[config.mk]
export PLATFORM = sky130hd
export DESIGN_NAME = i2c_master_bit_engine_core
export DESIGN_NICKNAME = d
export VERILOG_FILES = /design/src/rtl/i2cmbe_pkg.sv /design/src/rtl/i2c_master_bit_engine_core.sv
export SDC_FILE = /design/constraint.sdc
export NUM_CORES = 1
export LEC_CHECK = 0
export ABC_AREA = 1
export ABC_CLOCK_PERIOD_IN_PS = 6700
export BUFFER_PORTS_ARGS = -buffer_cell sky130_fd_sc_hd__buf_2
export CORE_MARGIN = 5
export CORE_UTILIZATION = 30
export CTS_BUF_LIST = sky130_fd_sc_hd__clkbuf_8
export DETAILED_ROUTE_END_ITERATION = 7
export PLACE_DENSITY = 0.57
export SYNTH_ARGS = -nofsm -noshare
export SYNTH_HDL_FRONTEND = slang
export SYNTH_SLANG_ARGS = --single-unit
export TNS_END_PERCENT = 10
[constraint.sdc]
create_clock -name aclk -period 6.7 [get_ports aclk]
set_clock_uncertainty 0.2 [all_clocks]
set_input_delay 0.67 -clock aclk [delete_from_list [all_inputs] [get_ports aclk]]
set_output_delay 0.67 -clock aclk [all_outputs]
set_load 0.005 [all_outputs]
[src/rtl/i2cmbe_pkg.sv]
package i2cmbe_pkg;

    // Command codes carried in the operation field
    typedef enum logic [2:0] {
        OP_START = 3'd0,
        OP_STOP  = 3'd1,
        OP_WRITE = 3'd2,
        OP_READ  = 3'd3,
        OP_CHKACK = 3'd4,
        OP_ACK   = 3'd5,
        OP_NACK  = 3'd6
    } op_t;

    // Bus phase sequencer, one-hot
    typedef enum logic [7:0] {
        PH_IDLE    = 8'b0000_0001,
        PH_1       = 8'b0000_0010,
        PH_2       = 8'b0000_0100,
        PH_3       = 8'b0000_1000,
        PH_4       = 8'b0001_0000,
        PH_TOSTOP  = 8'b0010_0000,
        PH_TOSTOP2 = 8'b0100_0000,
        PH_POLL    = 8'b1000_0000
    } phase_t;

    // Register indexes (byte address is 4 * index)
    localparam logic REG_HALF_PERIOD = 1'b0;
    localparam logic REG_ACK_TIMEOUT = 1'b1;

    localparam logic [15:0] HALF_PERIOD_RESET = 16'd2;
    localparam logic [7:0]  ACK_TIMEOUT_RESET = 8'd200;
    localparam logic [3:0]  BITS_PER_BYTE     = 4'd8;

    // One tick of input
    typedef struct packed {
        logic       cmd_valid;
        logic [2:0] operation;
        logic [7:0] write_data;
        logic       sda_in;
    } in_item_t;

    // One tick of result
    typedef struct packed {
        logic       scl;
        logic       sda_out;
        logic       sda_oe;
        logic       busy_res;
        logic       done_res;
        logic [7:0] read_data;
        logic       ack_ok;
    } out_item_t;

endpackage

[src/rtl/i2c_master_bit_engine_core.sv]
// Channel  | Direction | Handshake          | Payload
// s_       | in        | s_valid / s_ready  | in_item_t  (command, write byte, sampled SDA)
// m_       | out       | m_valid / m_ready  | out_item_t (pins, busy, done, read byte, ack)
// APB      | in        | psel/penable/pready| half_period_ticks @0x0, ack_timeout @0x4
//
// One tick per clock while m_ready keeps up: each transfer is processed by the phase
// sequencer and its result lands in the output register the same edge.
// s_ready is high while the output register is empty or being drained, so a new
// tick is taken every cycle as long as m_ready keeps up.
// Reset (aresetn, synchronous) puts the engine idle with SCL/SDA high and driven.
module i2c_master_bit_engine_core
    import i2cmbe_pkg::*;
(
    input  logic        aclk,
    input  logic        aresetn,

    input  logic        s_valid,
    output logic        s_ready,
    input  in_item_t    s_payload,

    output logic        m_valid,
    input  logic        m_ready,
    output out_item_t   m_payload,

    input  logic        psel,
    input  logic        penable,
    input  logic        pwrite,
    input  logic [2:0]  paddr,
    input  logic [31:0] pwdata,
    output logic [31:0] prdata,
    output logic        pready
);

    // Configuration registers
    logic [15:0] half_period_reg;
    logic [7:0]  ack_timeout_reg;

    // Engine state
    phase_t      phase_reg, phase_next;
    op_t         cmd_reg, cmd_next;
    logic [3:0]  bit_count_reg, bit_count_next;
    logic [15:0] tick_count_reg, tick_count_next;
    logic [7:0]  poll_count_reg, poll_count_next;
    logic [7:0]  shift_reg, shift_next;
    logic        scl_reg, scl_next;
    logic        sda_reg, sda_next;
    logic        oe_reg, oe_next;
    logic [7:0]  last_read_reg, last_read_next;
    logic        ack_flag_reg, ack_flag_next;
    logic        done;

    // Output register
    logic        m_valid_reg;
    out_item_t   m_payload_reg;

    logic        s_fire;
    logic        cfg_write;
    logic [16:0] tick_inc;
    logic        phase_over;
    logic [3:0]  bit_inc;
    logic [7:0]  shift_left;
    logic [7:0]  shift_in;

    assign s_ready   = !m_valid_reg || m_ready;
    assign s_fire    = s_valid && s_ready;
    assign m_valid   = m_valid_reg;
    assign m_payload = m_payload_reg;

    // APB access
    assign pready    = 1'b1;
    assign cfg_write = psel && penable && pwrite;

    always_comb begin
        prdata = '0;
        case (paddr[2])
            REG_HALF_PERIOD: prdata = {16'd0, half_period_reg};
            REG_ACK_TIMEOUT: prdata = {24'd0, ack_timeout_reg};
            default:         prdata = '0;
        endcase
    end

    always_ff @(posedge aclk) begin
        if (!aresetn) begin
            half_period_reg <= HALF_PERIOD_RESET;
            ack_timeout_reg <= ACK_TIMEOUT_RESET;
        end else if (cfg_write) begin
            if (paddr[2] == REG_HALF_PERIOD) begin
                half_period_reg <= pwdata[15:0];
            end else begin
                ack_timeout_reg <= pwdata[7:0];
            end
        end
    end

    // Phase timing and shift helpers
    assign tick_inc   = {1'b0, tick_count_reg} + 17'd1;
    assign phase_over = tick_inc >= {1'b0, half_period_reg};
    assign bit_inc    = bit_count_reg + 4'd1;
    assign shift_left = {shift_reg[6:0], 1'b0};
    assign shift_in   = {shift_reg[6:0], s_payload.sda_in};

    // Next-state logic for one tick
    always_comb begin
        phase_next      = phase_reg;
        cmd_next        = cmd_reg;
        bit_count_next  = bit_count_reg;
        tick_count_next = tick_count_reg;
        poll_count_next = poll_count_reg;
        shift_next      = shift_reg;
        scl_next        = scl_reg;
        sda_next        = sda_reg;
        oe_next         = oe_reg;
        last_read_next  = last_read_reg;
        ack_flag_next   = ack_flag_reg;
        done            = 1'b0;

        case (phase_reg)
            // Launch a new command; code 7 is dropped
            PH_IDLE: begin
                if (s_payload.cmd_valid && s_payload.operation <= OP_NACK) begin
                    cmd_next        = op_t'(s_payload.operation);
                    bit_count_next  = '0;
                    poll_count_next = '0;
                    case (op_t'(s_payload.operation))
                        OP_START: begin
                            oe_next = 1'b1; scl_next = 1'b1; sda_next = 1'b1;
                        end
                        OP_STOP: begin
                            oe_next = 1'b1; scl_next = 1'b1; sda_next = 1'b0;
                        end
                        OP_WRITE: begin
                            shift_next = s_payload.write_data;
                            oe_next = 1'b1; scl_next = 1'b0;
                        end
                        OP_READ: begin
                            shift_next = '0;
                            oe_next = 1'b0; scl_next = 1'b0;
                        end
                        OP_CHKACK: begin
                            oe_next = 1'b0; sda_next = 1'b1;
                        end
                        default: begin
                            oe_next = 1'b1; scl_next = 1'b0;
                        end
                    endcase
                    phase_next      = PH_1;
                    tick_count_next = '0;
                end
            end

            // Ack wait: one SDA sample per tick
            PH_POLL: begin
                if (!s_payload.sda_in) begin
                    scl_next      = 1'b0;
                    ack_flag_next = 1'b1;
                    done          = 1'b1;
                end else if (poll_count_reg >= ack_timeout_reg) begin
                    oe_next = 1'b1; scl_next = 1'b1; sda_next = 1'b0;
                    phase_next      = PH_TOSTOP;
                    tick_count_next = '0;
                end else begin
                    poll_count_next = poll_count_reg + 8'd1;
                end
            end

            // Timed phases
            default: begin
                if (!phase_over) begin
                    tick_count_next = tick_inc[15:0];
                end else begin
                    tick_count_next = '0;
                    if (phase_reg == PH_TOSTOP) begin
                        sda_next   = 1'b1;
                        phase_next = PH_TOSTOP2;
                    end else if (phase_reg == PH_TOSTOP2) begin
                        ack_flag_next = 1'b0;
                        done          = 1'b1;
                    end else begin
                        case (cmd_reg)
                            OP_START, OP_STOP: begin
                                if (phase_reg == PH_1) begin
                                    sda_next   = (cmd_reg == OP_STOP);
                                    phase_next = PH_2;
                                end else begin
                                    done = 1'b1;
                                end
                            end
                            OP_WRITE: begin
                                if (phase_reg == PH_1) begin
                                    sda_next   = shift_reg[7];
                                    phase_next = PH_2;
                                end else if (phase_reg == PH_2) begin
                                    scl_next   = 1'b1;
                                    phase_next = PH_3;
                                end else if (phase_reg == PH_3) begin
                                    scl_next   = 1'b0;
                                    phase_next = PH_4;
                                end else begin
                                    bit_count_next = bit_inc;
                                    shift_next     = shift_left;
                                    if (bit_inc >= BITS_PER_BYTE) begin
                                        done = 1'b1;
                                    end else begin
                                        sda_next   = shift_left[7];
                                        phase_next = PH_2;
                                    end
                                end
                            end
                            OP_READ: begin
                                if (phase_reg == PH_1) begin
                                    scl_next   = 1'b1;
                                    phase_next = PH_2;
                                end else begin
                                    shift_next     = shift_in;
                                    bit_count_next = bit_inc;
                                    if (bit_inc >= BITS_PER_BYTE) begin
                                        last_read_next = shift_in;
                                        done           = 1'b1;
                                    end else begin
                                        scl_next   = 1'b0;
                                        phase_next = PH_1;
                                    end
                                end
                            end
                            OP_CHKACK: begin
                                if (phase_reg == PH_1) begin
                                    scl_next   = 1'b1;
                                    phase_next = PH_2;
                                end else begin
                                    poll_count_next = '0;
                                    phase_next      = PH_POLL;
                                end
                            end
                            default: begin
                                // send ack / send nack
                                if (phase_reg == PH_1) begin
                                    sda_next   = (cmd_reg == OP_NACK);
                                    phase_next = PH_2;
                                end else if (phase_reg == PH_2) begin
                                    scl_next   = 1'b1;
                                    phase_next = PH_3;
                                end else begin
                                    if (cmd_reg == OP_ACK) begin
                                        scl_next = 1'b0;
                                    end
                                    done = 1'b1;
                                end
                            end
                        endcase
                    end
                end
            end
        endcase

        if (done) begin
            phase_next      = PH_IDLE;
            tick_count_next = '0;
        end
    end

    // State update on each accepted tick
    always_ff @(posedge aclk) begin
        if (!aresetn) begin
            phase_reg      <= PH_IDLE;
            cmd_reg        <= OP_START;
            bit_count_reg  <= '0;
            tick_count_reg <= '0;
            poll_count_reg <= '0;
            shift_reg      <= '0;
            scl_reg        <= 1'b1;
            sda_reg        <= 1'b1;
            oe_reg         <= 1'b1;
            last_read_reg  <= '0;
            ack_flag_reg   <= 1'b0;
        end else if (s_fire) begin
            phase_reg      <= phase_next;
            cmd_reg        <= cmd_next;
            bit_count_reg  <= bit_count_next;
            tick_count_reg <= tick_count_next;
            poll_count_reg <= poll_count_next;
            shift_reg      <= shift_next;
            scl_reg        <= scl_next;
            sda_reg        <= sda_next;
            oe_reg         <= oe_next;
            last_read_reg  <= last_read_next;
            ack_flag_reg   <= ack_flag_next;
        end
    end

    // Result register
    always_ff @(posedge aclk) begin
        if (!aresetn) begin
            m_valid_reg <= 1'b0;
        end else if (s_fire) begin
            m_valid_reg <= 1'b1;
        end else if (m_ready) begin
            m_valid_reg <= 1'b0;
        end
    end

    always_ff @(posedge aclk) begin
        if (s_fire) begin
            m_payload_reg.scl       <= scl_next;
            m_payload_reg.sda_out   <= sda_next;
            m_payload_reg.sda_oe    <= oe_next;
            m_payload_reg.busy_res  <= (phase_next != PH_IDLE);
            m_payload_reg.done_res  <= done;
            m_payload_reg.read_data <= last_read_next;
            m_payload_reg.ack_ok    <= ack_flag_next;
        end
    end

endmodule

# Word-level counts from Yosys, hierarchy flattened
# Index checks and enable logic that the tools add are counted.
# op_classes
muxes	122
n_addsub	3
bitwise_logic	2
reduce_logical	26
order_cmp	4
n_eq_ne	34
# op_table
operator	n
$mux 8	40
$mux 16	5
$pmux 8 s2	5
$pmux 32 s2	1
$mux 1	49
$mux 4	8
$pmux 16 s2	1
$pmux 8 s4	1
$add 16x1->17 const B	1
$ge 17x16->1	1
$pmux 4 s2	2
$pmux 1 s2	7
$eq 3x2->1 const B	4
$eq 3x3->1 const B	4
$ne 3x1->1 const B	4
$ne 3x2->1 const B	4
$reduce_and 12->1	1
$reduce_or 2->1	6
$reduce_and 11->1	1
$ne 3x3->1 const B	3
$reduce_and 9->1	1
$reduce_bool 3->1	3
$add 8x1->8 const B	1
$eq 8x1->1 const B	1
other kinds (25)	37
# word_totals
regBits	98
word_cells	212
input_bits	55
out_inout_bits	49

# Longest topological paths before layout
# Gate-level depths: netlist (run 1).
# depth
depth_word	13
depth_mapped	28
ltp_nobuf	28

# Worst setup path before layout (run 1)
# OpenSTA, ideal clock, no wires.
# synth_path
path_kind	reg2reg
start	register tick_count_reg[0]
end	register m_payload_reg (netlist bit m_payload[10]) (data pin)
t_arrival_ps	2976
path_stages_with_launch	28
path_buffers	1
path_slack_ps	3270
setup_ps	254
path_cell_list	dfxtp_1 -> ha_1 -> nand3_1 -> nor2_1 -> nand2_1 -> nor2_1 -> nand2_1 -> nor2_1 -> xor2_1 -> inv_1 -> ha_1 -> nand2_1 -> nor2_1 -> and2_1 -> nand2_1 -> nand2_1 -> nand2_1 -> nand2_1 -> nand2_1 -> nand2_4 -> buf_2 -> nand2_1 -> nand2_1 -> nand2_1 -> nand3_1 -> nand2_1 -> nor2_1 -> nand2_1
# synth_between
elab_chain_cells	6
word_cells_on_any_way	8
classes_between	1 x add/sub; 1 x order compare; 1 x eq/ne; 5 x mux
# synth_lines
element	line_no	source
from (decl)	i2c_master_bit_engine_core.sv:42	logic [15:0] tick_count_reg, tick_count_next;
from (signal assigned)	i2c_master_bit_engine_core.sv:279	tick_count_reg <= tick_count_next;
$add 16x1->17 (*)	i2c_master_bit_engine_core.sv:96	assign tick_inc = {1'b0, tick_count_reg} + 17'd1;
$ge 17x16->1 (*)	i2c_master_bit_engine_core.sv:97	assign phase_over = tick_inc >= {1'b0, half_period_reg};
$mux 8 or $mux 1 (tied branches)	i2c_master_bit_engine_core.sv:168	if (!phase_over) begin
$pmux 8 s2 or $pmux 1 s2 (tied branches)	i2c_master_bit_engine_core.sv:117	case (phase_reg)
$mux 8 (*)	i2c_master_bit_engine_core.sv:255	if (done) begin
$ne 8x1->1 (*)	i2c_master_bit_engine_core.sv:306	m_payload_reg.busy_res <= (phase_next != PH_IDLE);
to (decl)	i2c_master_bit_engine_core.sv:54	out_item_t m_payload_reg;
# Mark *: on every way between the ends. The rest lies on a longest branch, timed or not.
# A chain may end at the register's enable or synchronous reset.

# Worst setup path after layout (run 1)
# layout_path
start	register tick_count_reg[0]
end	register bit_count_reg[0]
# layout_between
elab_chain_cells	4
# layout_lines
element	line_no	source
$add 16x1->17	i2c_master_bit_engine_core.sv:96	
$ge 17x16->1	i2c_master_bit_engine_core.sv:97	
$reduce_bool 2->1 (no source line)	-	
$reduce_and 11->1 (no source line)	-	
to (signal assigned)	i2c_master_bit_engine_core.sv:278	bit_count_reg <= bit_count_next;
to (decl)	i2c_master_bit_engine_core.sv:41	logic [3:0] bit_count_reg, bit_count_next;
# No other way between the ends.

==> impl_metrics.json, run 1 <==
{
  "flow.area_growth_from_synthesis_pct": 10.7,
  "multi_input_area_um2": 3630,
  "tritoncts.num_buffers": 9,
  "drt_pass1_iterations": 5,
  "yosys.cell_types.count": 51,
  "antenna_cells": 0,
  "timing.final.crit_share": 0.641,
  "vias_per_cell": 4.65,
  "pin_count_of_the_biggest_net_entering_global_routing": 65,
  "cts.root.buffer_cell": "sky130_fd_sc_hd__clkbuf_8",
  "worst_path_dominant_cell_family": "simple AND/OR/NAND/NOR gates",
  "setup_tns_ns": 0,
  "grt.total_usage": 0.138,
  "power-per-cell-area_nw_per_um2": 240,
  "layout.filler_cells": 2357,
  "cp_max_fo": 23,
  "fp.dieH_um": 156,
  "period_needed_ns": 4.30,
  "cts.htree.levels": 3,
  "grt_antenna_before_repair": 0,
  "cap_viol_max_count": 0,
  "routed-via-count": 5864,
  "achievable-frequency_mhz": 233,
  "globalRouteOverflowTotal": 0,
  "rows": 53,
  "synth_commonest_cells": "sky130_fd_sc_hd__nand2_1, sky130_fd_sc_hd__nor2_1, sky130_fd_sc_hd__inv_1",
  "worstSetupEndpoint": "bit_count_reg[0]",
  "ys_ff_latch": 98,
  "rsz_0062_raised_after_global_routing": "no",
  "synth_top_cell_by_area": "sky130_fd_sc_hd__dfxtp_1",
  "tritoncts": "yes",
  "clk_pin_slew_ns": 0.09,
  "synthesis.area_per_instance_um2": 6.85,
  "setup_viol": 0,
  "timing.slew.headroom": 0.260,
  "power_leakage_nw": 3.28,
  "critical_path.startpoint_type": "flip-flop",
  "cts-root-to-sink-buffers": 2,
  "r2r_setup_slack_ns": 2.40,
  "synth.yosys.warnings": 0,
  "timing.critical_path.depth": 24,
  "ant_nets": 0,
  "grt_pass1_wl_um": 27700,
  "first_iter_violations": 435,
  "design.core.area_um2": 21000,
  "finalCoreUtilization": 0.337,
  "yosysMostFrequentCell": "sky130_fd_sc_hd__nand2_1",
  "finalWirelength_um": 16800,
  "postCtsSetupBuffers": 0,
  "ys_seq_area_frac": 0.329,
  "design.portCount": 104,
  "post_drt_wl_per_cell_um": 13.3,
  "synth_edf_count": 14,
  "die_area_um2": 24300,
  "worst-r2r-cell-count": 24,
  "mappedNetlistArea_um2": 6380,
  "asyncSetResetFlopFracSynth": 0,
  "cp_max_delay_cell": "sky130_fd_sc_hd__nand2_1",
  "num-nets-final": 1063,
  "cp_cell_sequence": "ha_1 > nand3_1 > nor2_1 > nand2_1 > nor2_1 > nand2_1 > nor2_1 > xor2_1 > inv_1 > ha_1 > nand2_1 > nor2_1 > and2_1 > nand2_1 > nand2_1 > nand2_1 > nand2_1 > nand2_1 > nand2_4 > nand2_1 > nand2_1 > o21ai_0 > o21ai_1 > nor2_1",
  "run_status": "completed",
  "final_hold_viol_count": 0,
  "timing.hold.worst.class": "reg2reg",
  "register_area_um2": 2100,
  "transition_time_at_the_pin_with_the_least_slew_margin_ns": 1.10,
  "clock_insertion_delay_worst_skew_ns": 0.38,
  "detailed_place.area_um2": 6860,
  "cp_num_buf_inv": 1,
  "detail_route.drc_violations": 0,
  "crit_path_start": "tick_count_reg[0]",
  "critical_path.reg2reg.endpoint": "bit_count_reg[0]",
  "place.gp.congestion": 0.908,
  "post_cts.resized_instances": 0,
  "worst_flop_to_flop_path_startpoint": "tick_count_reg[0]",
  "worst_ep_required_time_ns": 6.74,
  "cts_hold_repair.buffers": 0,
  "initial_utilization": 0.304,
  "dpl.hpwl_um": 12200,
  "layout_cells_sized_above_1": 0.160,
  "timing.critical_path.arrival_ns": 4.33,
  "cts.sinks": 98,
  "cpMostUsedCell": "sky130_fd_sc_hd__nand2_1",
  "cp_slowest_stage_delay_ns": 0.53,
  "synth.top_cell.area_share": 0.264,
  "worst_ir_drop_vdd_uv": 127,
  "syn_inst": 932,
  "slew_viol_final": 0,
  "worstSetupEndpointType": "flip-flop",
  "die_width_um": 156,
  "first_global_vias": 5557,
  "final_area_um2": 7060,
  "netlist_top_cells_area": "sky130_fd_sc_hd__dfxtp_1, sky130_fd_sc_hd__nand2_1, sky130_fd_sc_hd__edfxtp_1, sky130_fd_sc_hd__nor2_1, sky130_fd_sc_hd__inv_1",
  "dominantRegCellSynth": "sky130_fd_sc_hd__dfxtp_1",
  "port_buffers": 68,
  "crit_type": "reg2reg"
}
[tightest hold or removal path: cells and delay by family (launching register included)]
family | cells | cell delay, ns
flip-flops | 1 | 0.31
buffers and inverters | 1 | 0.08
AO/OA/AOI/OAI | 1 | 0.06
[layout make-up]
class                      count  area share
multi-input combinational    689       0.513
clock buffer                  11      0.0214
clock inverter                 5     0.00779
tap                          275      0.0487
inverter                     113      0.0609
sequential                    98       0.298
timing repair buffer          70      0.0503
[placed cells by master, fill, tap and decap left out, types with 6 or more instances in the layout]
cell type,netlist,final
sky130_fd_sc_hd__nand4_1,12,12
sky130_fd_sc_hd__buf_2,6,68
sky130_fd_sc_hd__ha_1,27,27
sky130_fd_sc_hd__a21oi_2,13,13
sky130_fd_sc_hd__xor2_1,16,16
sky130_fd_sc_hd__nand2_1,226,226
sky130_fd_sc_hd__nor3_1,9,9
sky130_fd_sc_hd__edfxtp_1,14,14
sky130_fd_sc_hd__o211ai_1,6,6
sky130_fd_sc_hd__nor2_1,109,109
sky130_fd_sc_hd__o21ai_0,61,61
sky130_fd_sc_hd__conb_1,2,17
sky130_fd_sc_hd__a22oi_1,8,8
sky130_fd_sc_hd__inv_2,16,17
sky130_fd_sc_hd__nand3_1,59,59
sky130_fd_sc_hd__nand3_2,14,14
sky130_fd_sc_hd__a21oi_1,68,68
sky130_fd_sc_hd__dfxtp_1,84,84
sky130_fd_sc_hd__inv_1,93,94
sky130_fd_sc_hd__clkbuf_8,0,11
[routing by layer]
| layer | wire length (um) | global-route usage | up-vias | part of all wire |
|---|---|---|---|---|
| met4 | 224 | 0.0383 | 0 | 0.013 |
| met3 | 664 | 0.0239 | 15 | 0.039 |
| met2 | 7580 | 0.224 | 108 | 0.45 |
| met1 | 8350 | 0.189 | 2643 | 0.50 |
| li1 | - | - | 3098 | - |
| met5 | 0 | 0 | - | 0 |
[through the flow]
stage	hold slack (ns)	worst slack, ns	instances	power (mW)
finish	0.285	2.40	1261	1.69
floorplan	0.250	3.27	947	1.15
global placement	0.265	2.42	1245	1.29
detailed placement	0.273	2.39	1245	1.29
CTS	0.289	2.37	1261	1.72
global route	0.305	1.86	1261	1.82
[worst min-delay path by stage]
stage / from / endpoint / slack (ns) / cells after the start
6_report: half_period_reg[2] / half_period_reg[2] / 0.28 / 2
3_3_place_gp: shift_reg[7] / shift_reg[7] / 0.26 / 2
4_1_cts: half_period_reg[2] / half_period_reg[2] / 0.29 / 2
3_5_place_dp: shift_reg[7] / shift_reg[7] / 0.27 / 2
5_1_grt: half_period_reg[2] / half_period_reg[2] / 0.30 / 2
2_1_floorplan: ack_timeout_reg[1] / ack_timeout_reg[1] / 0.25 / 2
[logic make-up (layout without fill, tap and decap cells)]
logic type / count (synthesis) / after routing / share of synthesized area
buffers and inverters: 160 / 199 / 0.111
and+or+nand+nor: 457 / 457 / 0.328
xor gates and xnor gates: 18 / 18 / 0.0247
adders and majority gates: 27 / 27 / 0.0530
other: 2 / 17 / 0.00118
AOI/OAI and AO/OA: 170 / 170 / 0.153
DFF: 98 / 98 / 0.329
[power breakdown]
group	switching [mW]	total (mW)	internal, mW
Clock	0.221	0.414	0.193
Combinational	0.397	0.584	0.187
Sequential	0.0420	0.696	0.654
(Power assumes the default switching activity.)
==> inputs of run 2 (changes only) <==
--- a/config.mk
+++ b/config.mk
@@ -6,13 +6,13 @@
 export NUM_CORES = 1
 export LEC_CHECK = 0
 export ABC_AREA = 1
-export ABC_CLOCK_PERIOD_IN_PS = 6700
+export ABC_CLOCK_PERIOD_IN_PS = 3700
 export BUFFER_PORTS_ARGS = -buffer_cell sky130_fd_sc_hd__buf_2
 export CORE_MARGIN = 5
 export CORE_UTILIZATION = 30
 export CTS_BUF_LIST = sky130_fd_sc_hd__clkbuf_8
 export DETAILED_ROUTE_END_ITERATION = 7
-export PLACE_DENSITY = 0.57
+export PLACE_DENSITY = 0.58
 export SYNTH_ARGS = -nofsm -noshare
 export SYNTH_HDL_FRONTEND = slang
 export SYNTH_SLANG_ARGS = --single-unit
==> constraint.sdc (replaced) <==
create_clock -name aclk -period 3.7 [get_ports aclk]
set_clock_uncertainty 0.2 [all_clocks]
set_input_delay 0.37 -clock aclk [delete_from_list [all_inputs] [get_ports aclk]]
set_output_delay 0.37 -clock aclk [all_outputs]
set_load 0.005 [all_outputs]
==> run 2 against run 1 <==
Wire length rose by 3.4%. Sequential power grew 82%. Final area rose by 9.4%. First-iteration DRC count decreased by 21%. Sequential share of layout area shrank 2.4 points. Sequential cell count stayed put. Critical endpoint is now m_payload[10]. Largest cell class unchanged.
==> impl_metrics.json, run 2 (synthesis results as in run 1) <==
{
  "timing.critical_path.arrival_ns": 3.52,
  "num-nets-final": 1117,
  "cp_max_fo": 7,
  "layout_commonest_cell": "sky130_fd_sc_hd__nand2_1",
  "vias_per_cell": 4.72,
  "fin_hold_ws_ns": 0.0190,
  "port_buffers": 68,
  "cts.sinks": 98,
  "cts-root-to-sink-buffers": 2,
  "slew_viol_final": 0,
  "place.gp.congestion": 0.908,
  "drt_pass1_iterations": 4,
  "final_hold_viol_count": 0,
  "crit_type": "reg2reg",
  "initial_utilization": 0.304,
  "die_area_um2": 24300,
  "power-per-cell-area_nw_per_um2": 430,
  "worstSetupEndpointType": "flip-flop",
  "transition_time_at_the_pin_with_the_least_slew_margin_ns": 1.04,
  "cts.htree.levels": 3,
  "cp_slowest_stage_delay_ns": 0.38,
  "detail_route.drc_violations": 0,
  "die_width_um": 156,
  "run_status": "completed",
  "grt.total_usage": 0.140,
  "cts.root.buffer_cell": "sky130_fd_sc_hd__clkbuf_8",
  "dpl.hpwl_um": 12700,
  "timing.slew.headroom": 0.300,
  "achievable-frequency_mhz": 280,
  "power_leakage_nw": 3.60,
  "routed-via-count": 6204,
  "clk_pin_slew_ns": 0.10,
  "finalCoreUtilization": 0.369,
  "cpMostUsedCell": "sky130_fd_sc_hd__nand2_2",
  "layout_cells_sized_above_1": 0.237,
  "timing.hold.worst.class": "in2reg",
  "cap_viol_max_count": 0,
  "design.portCount": 104,
  "tritoncts": "yes",
  "rows": 53,
  "setup_viol": 0,
  "grt_antenna_before_repair": 0,
  "first_iter_violations": 344,
  "finalWirelength_um": 17400,
  "globalRouteOverflowTotal": 0,
  "flow.area_growth_from_synthesis_pct": 21.1,
  "post_drt_wl_per_cell_um": 13.2,
  "grt_pass1_wl_um": 27800,
  "tritoncts.num_buffers": 9,
  "timing.final.crit_share": 0.964,
  "first_global_vias": 5570,
  "mostFrequentLayoutCells": "sky130_fd_sc_hd__nand2_1, sky130_fd_sc_hd__nor2_1, sky130_fd_sc_hd__inv_1",
  "worst_ep_required_time_ns": 3.65,
  "critical_path.startpoint_type": "flip-flop",
  "clock_insertion_delay_worst_skew_ns": 0.39,
  "worst_ir_drop_vdd_uv": 217,
  "cp_max_delay_cell": "sky130_fd_sc_hd__dfxtp_4",
  "fp.dieH_um": 156,
  "pin_count_of_the_biggest_net_entering_global_routing": 62,
  "design.core.area_um2": 21000,
  "ant_nets": 0,
  "antenna_cells": 0,
  "rsz_0062_raised_after_global_routing": "yes",
  "period_needed_ns": 3.57
}
[run 2: final cells by class]
type | count | area (um^2)
clock buffer | 9 | 124
clock inverter | 7 | 47.5
fill | 2278 | 13200
inverter | 113 | 432
multi-input combinational | 689 | 3840
sequential | 98 | 2110
tap | 275 | 344
timing repair buffer | 124 | 827
[run 2: critical path: cells and delay by family (launching register included)]
family | cells | cell delay [ns]
flip-flops | 1 | 0.38
buffers and inverters | 2 | 0.24
adder cells (fa/ha/maj) | 2 | 0.43
XOR/XNOR | 1 | 0.15
AO/OA/AOI/OAI | 1 | 0.09
AND/OR/NAND/NOR | 21 | 1.81
[run 2: through the flow]
| stage | instances | instance area [um^2] | power [mW] | setup slack, ns | TNS, ns |
|---|---|---|---|---|---|
| 3_5_place_dp | 1286 | 7230 | 2.54 | -0.0942 | -2.20 |
| 2_1_floorplan | 947 | 6440 | 2.09 | 0.270 | 0 |
| 4_1_cts | 1304 | 7450 | 3.23 | -0.00728 | -0.00728 |
| 3_3_place_gp | 1286 | 7230 | 2.52 | -0.0700 | -1.05 |
| 5_1_grt | 1315 | 7730 | 3.56 | -0.0692 | -0.321 |
| 6_report | 1315 | 7730 | 3.32 | 0.134 | 0 |
[run 2: metal layers]
metal / up-vias / global-route usage / part of all wire
li1: 3214 / - / -
met3: 17 / 0.0250 / 0.041
met1: 2857 / 0.194 / 0.47
met5: - / 0 / 0
met2: 116 / 0.224 / 0.47
met4: 0 / 0.0400 / 0.016
[run 2: final timing paths]
kind | start | end | slack [ns] | cells after the start
worst max register to register | tick_count_reg[1] | m_payload[10] | 0.13 | 27
worst min-delay path | pwdata[7] | ack_timeout_reg[7] | 0.02 | 3
worst min register to register | ack_timeout_reg[1] | ack_timeout_reg[1] | 0.29 | 2
worst max-delay path | tick_count_reg[1] | m_payload[10] | 0.13 | 27
[run 2: what timing repair did]
item	CTS	global route
cloned	0	0
buffers inserted	2	11
endpoints found under the hold margin	0	0
pin swaps	2	19
setup endpoints to repair	51	67
gates resized for setup	8	50
hold buffers	0	0
[run 2: power by group]
part | switching, mW | total [mW] | internal (mW)
registers | 0.0803 | 1.27 | 1.19
logic | 0.815 | 1.40 | 0.585
clock network | 0.412 | 0.657 | 0.245
==> inputs of run 3 (changes only) <==
--- a/config.mk
+++ b/config.mk
@@ -13,6 +13,7 @@
 export CTS_BUF_LIST = sky130_fd_sc_hd__clkbuf_8
 export DETAILED_ROUTE_END_ITERATION = 7
 export PLACE_DENSITY = 0.58
+export RECOVER_POWER = 50
 export SYNTH_ARGS = -nofsm -noshare
 export SYNTH_HDL_FRONTEND = slang
 export SYNTH_SLANG_ARGS = --single-unit
==> run 3 against run 2 <==
Via count fell by 0.64%. Fmax is 0.10% higher. Utilization decreased by 0.17 points. Largest cell class unchanged. Sequential cell count stayed put.
==> impl_metrics.json, run 3 (synthesis results as in run 1) <==
{
  "tritoncts": "yes",
  "detail_route.drc_violations": 0,
  "grt_use_met2": 0.224,
  "timing.critical_path.arrival_ns": 3.51,
  "period_needed_ns": 3.56,
  "initial_utilization": 0.304,
  "min_path_cells": 3,
  "totalPowerFinal_mw": 3.32,
  "ant_nets": 0,
  "layout_cells_sized_above_1": 0.212,
  "fp.dieH_um": 156,
  "antenna_cells": 0,
  "worst_ir_drop_vdd_uv": 218,
  "final_hold_viol_count": 0,
  "worst_path_dominant_cell_family": "simple AND/OR/NAND/NOR gates",
  "cts_hold_repair.buffers": 0,
  "die_width_um": 156,
  "cp_max_delay_cell": "sky130_fd_sc_hd__dfxtp_4",
  "design.portCount": 104,
  "power.net_switching_mw": 1.31,
  "cp_slowest_stage_delay_ns": 0.38,
  "timing.critical_path.depth": 27,
  "globalRouteOverflowTotal": 0,
  "clk_pin_slew_ns": 0.10,
  "achievable-frequency_mhz": 281,
  "global_route.usage.met1": 0.194,
  "power_frac_comb": 0.420,
  "grt_use_met3": 0.0250,
  "first_global_vias": 5570,
  "place.gp.congestion": 0.908,
  "timing.hold.worst.class": "in2reg",
  "grt_busiest_layer": "met2",
  "cts-root-to-sink-buffers": 2,
  "tritoncts.num_buffers": 9,
  "rsz_0062_raised_after_global_routing": "yes",
  "mostFrequentLayoutCells": "sky130_fd_sc_hd__nand2_1, sky130_fd_sc_hd__nor2_1, sky130_fd_sc_hd__inv_1",
  "grt.total_usage": 0.140,
  "worst_ep_required_time_ns": 3.65,
  "grt_pass1_wl_um": 27800,
  "p_sw_frac": 0.394,
  "rows": 53,
  "dp_worst_setup_slack_ns": -0.0942,
  "crit_type": "reg2reg",
  "transition_time_at_the_pin_with_the_least_slew_margin_ns": 1.47,
  "timing.slew.headroom": 0.0208,
  "power-per-cell-area_nw_per_um2": 431,
  "worst-r2r-cell-count": 27,
  "routed-via-count": 6164,
  "drt_pass1_iterations": 7,
  "internal-power_mw": 2.01,
  "design.core.area_um2": 21000,
  "grt_antenna_before_repair": 0,
  "cts.htree.levels": 3,
  "cts.root.buffer_cell": "sky130_fd_sc_hd__clkbuf_8",
  "first_iter_violations": 348,
  "pin_count_of_the_biggest_net_entering_global_routing": 62,
  "finalWorstSetupSlack_ns": 0.138,
  "cp_max_fo": 7,
  "finalWirelength_um": 17400,
  "dpl.hpwl_um": 12700,
  "power_leakage_nw": 3.51,
  "run_status": "completed",
  "worstSetupEndpointType": "flip-flop",
  "cts.sinks": 98,
  "clock_insertion_delay_worst_skew_ns": 0.39,
  "cp_num_buf_inv": 2,
  "p_clk_frac": 0.198,
  "post_drt_wl_per_cell_um": 13.2,
  "num-nets-final": 1117,
  "timing.final.crit_share": 0.963,
  "slew_viol_final": 0,
  "setup_viol": 0,
  "cpMostUsedCell": "sky130_fd_sc_hd__nand2_2",
  "port_buffers": 68,
  "critical_path.startpoint_type": "flip-flop",
  "layout_commonest_cell": "sky130_fd_sc_hd__nand2_1",
  "power_frac_seq": 0.382,
  "r2r_setup_slack_ns": 0.14,
  "cap_viol_max_count": 0,
  "vias_per_cell": 4.69,
  "die_area_um2": 24300,
  "setup_tns_ns": 0,
  "flow.area_growth_from_synthesis_pct": 20.6
}
==> run 3: worst paths after layout <==
check | endpoint | startpoint
setup / recovery | m_payload[10] | tick_count_reg[1]
hold / removal | ack_timeout_reg[7] | pwdata[7]
setup reg to reg | m_payload[10] | tick_count_reg[1]
hold reg to reg | ack_timeout_reg[1] | ack_timeout_reg[1]
==> run 3: cell type report <==
type	count	area, um^2
fill	2279	13300
multi-input combinational	689	3840
sequential	98	2110
timing repair buffer	124	791
inverter	113	432
tap	275	344
clock buffer	9	124
clock inverter	7	47.5
==> run 3: tightest hold or removal path, cell delays in order <==
cell                      delay, ns
sky130_fd_sc_hd__buf_2         0.10
sky130_fd_sc_hd__a21oi_1       0.06
sky130_fd_sc_hd__o21ai_0       0.06
==> run 3: per-layer routing <==
layer | up-vias | share of wire
li1 | 3207 | -
met4 | 0 | 0.016
met5 | - | 0
met3 | 17 | 0.042
met1 | 2818 | 0.48
met2 | 122 | 0.47
==> run 3: power groups by stage <==
| stage | Clock (mW) | Combinational [mW] | Sequential, mW |
|---|---|---|---|
| 2_1_floorplan | 0 | 0.825 | 1.26 |
| 3_3_place_gp | 0 | 1.24 | 1.29 |
| 3_5_place_dp | 0 | 1.25 | 1.29 |
| 4_1_cts | 0.689 | 1.28 | 1.26 |
| 5_1_grt | 0.728 | 1.55 | 1.28 |
| 6_report | 0.656 | 1.40 | 1.27 |
==> run 3: through the flow <==
| step | cell area [um^2] | hold slack (ns) | util | cells |
|---|---|---|---|---|
| after floorplan | 6440 | 0.250 | - | 947 |
| after global placement | 7230 | 0.270 | 0.345 | 1286 |
| after detailed placement | 7230 | 0.274 | 0.345 | 1286 |
| after CTS | 7450 | 0.00156 | 0.355 | 1304 |
| after global routing | 7690 | 0.0155 | 0.367 | 1315 |
| final | 7690 | 0.0186 | 0.367 | 1315 |
==> run 3: repair_timing <==
action | in CTS | in global routing
setup buffers | 2 | 11
pin swaps | 2 | 19
setup endpoints to repair | 51 | 67
gates resized for setup | 8 | 50
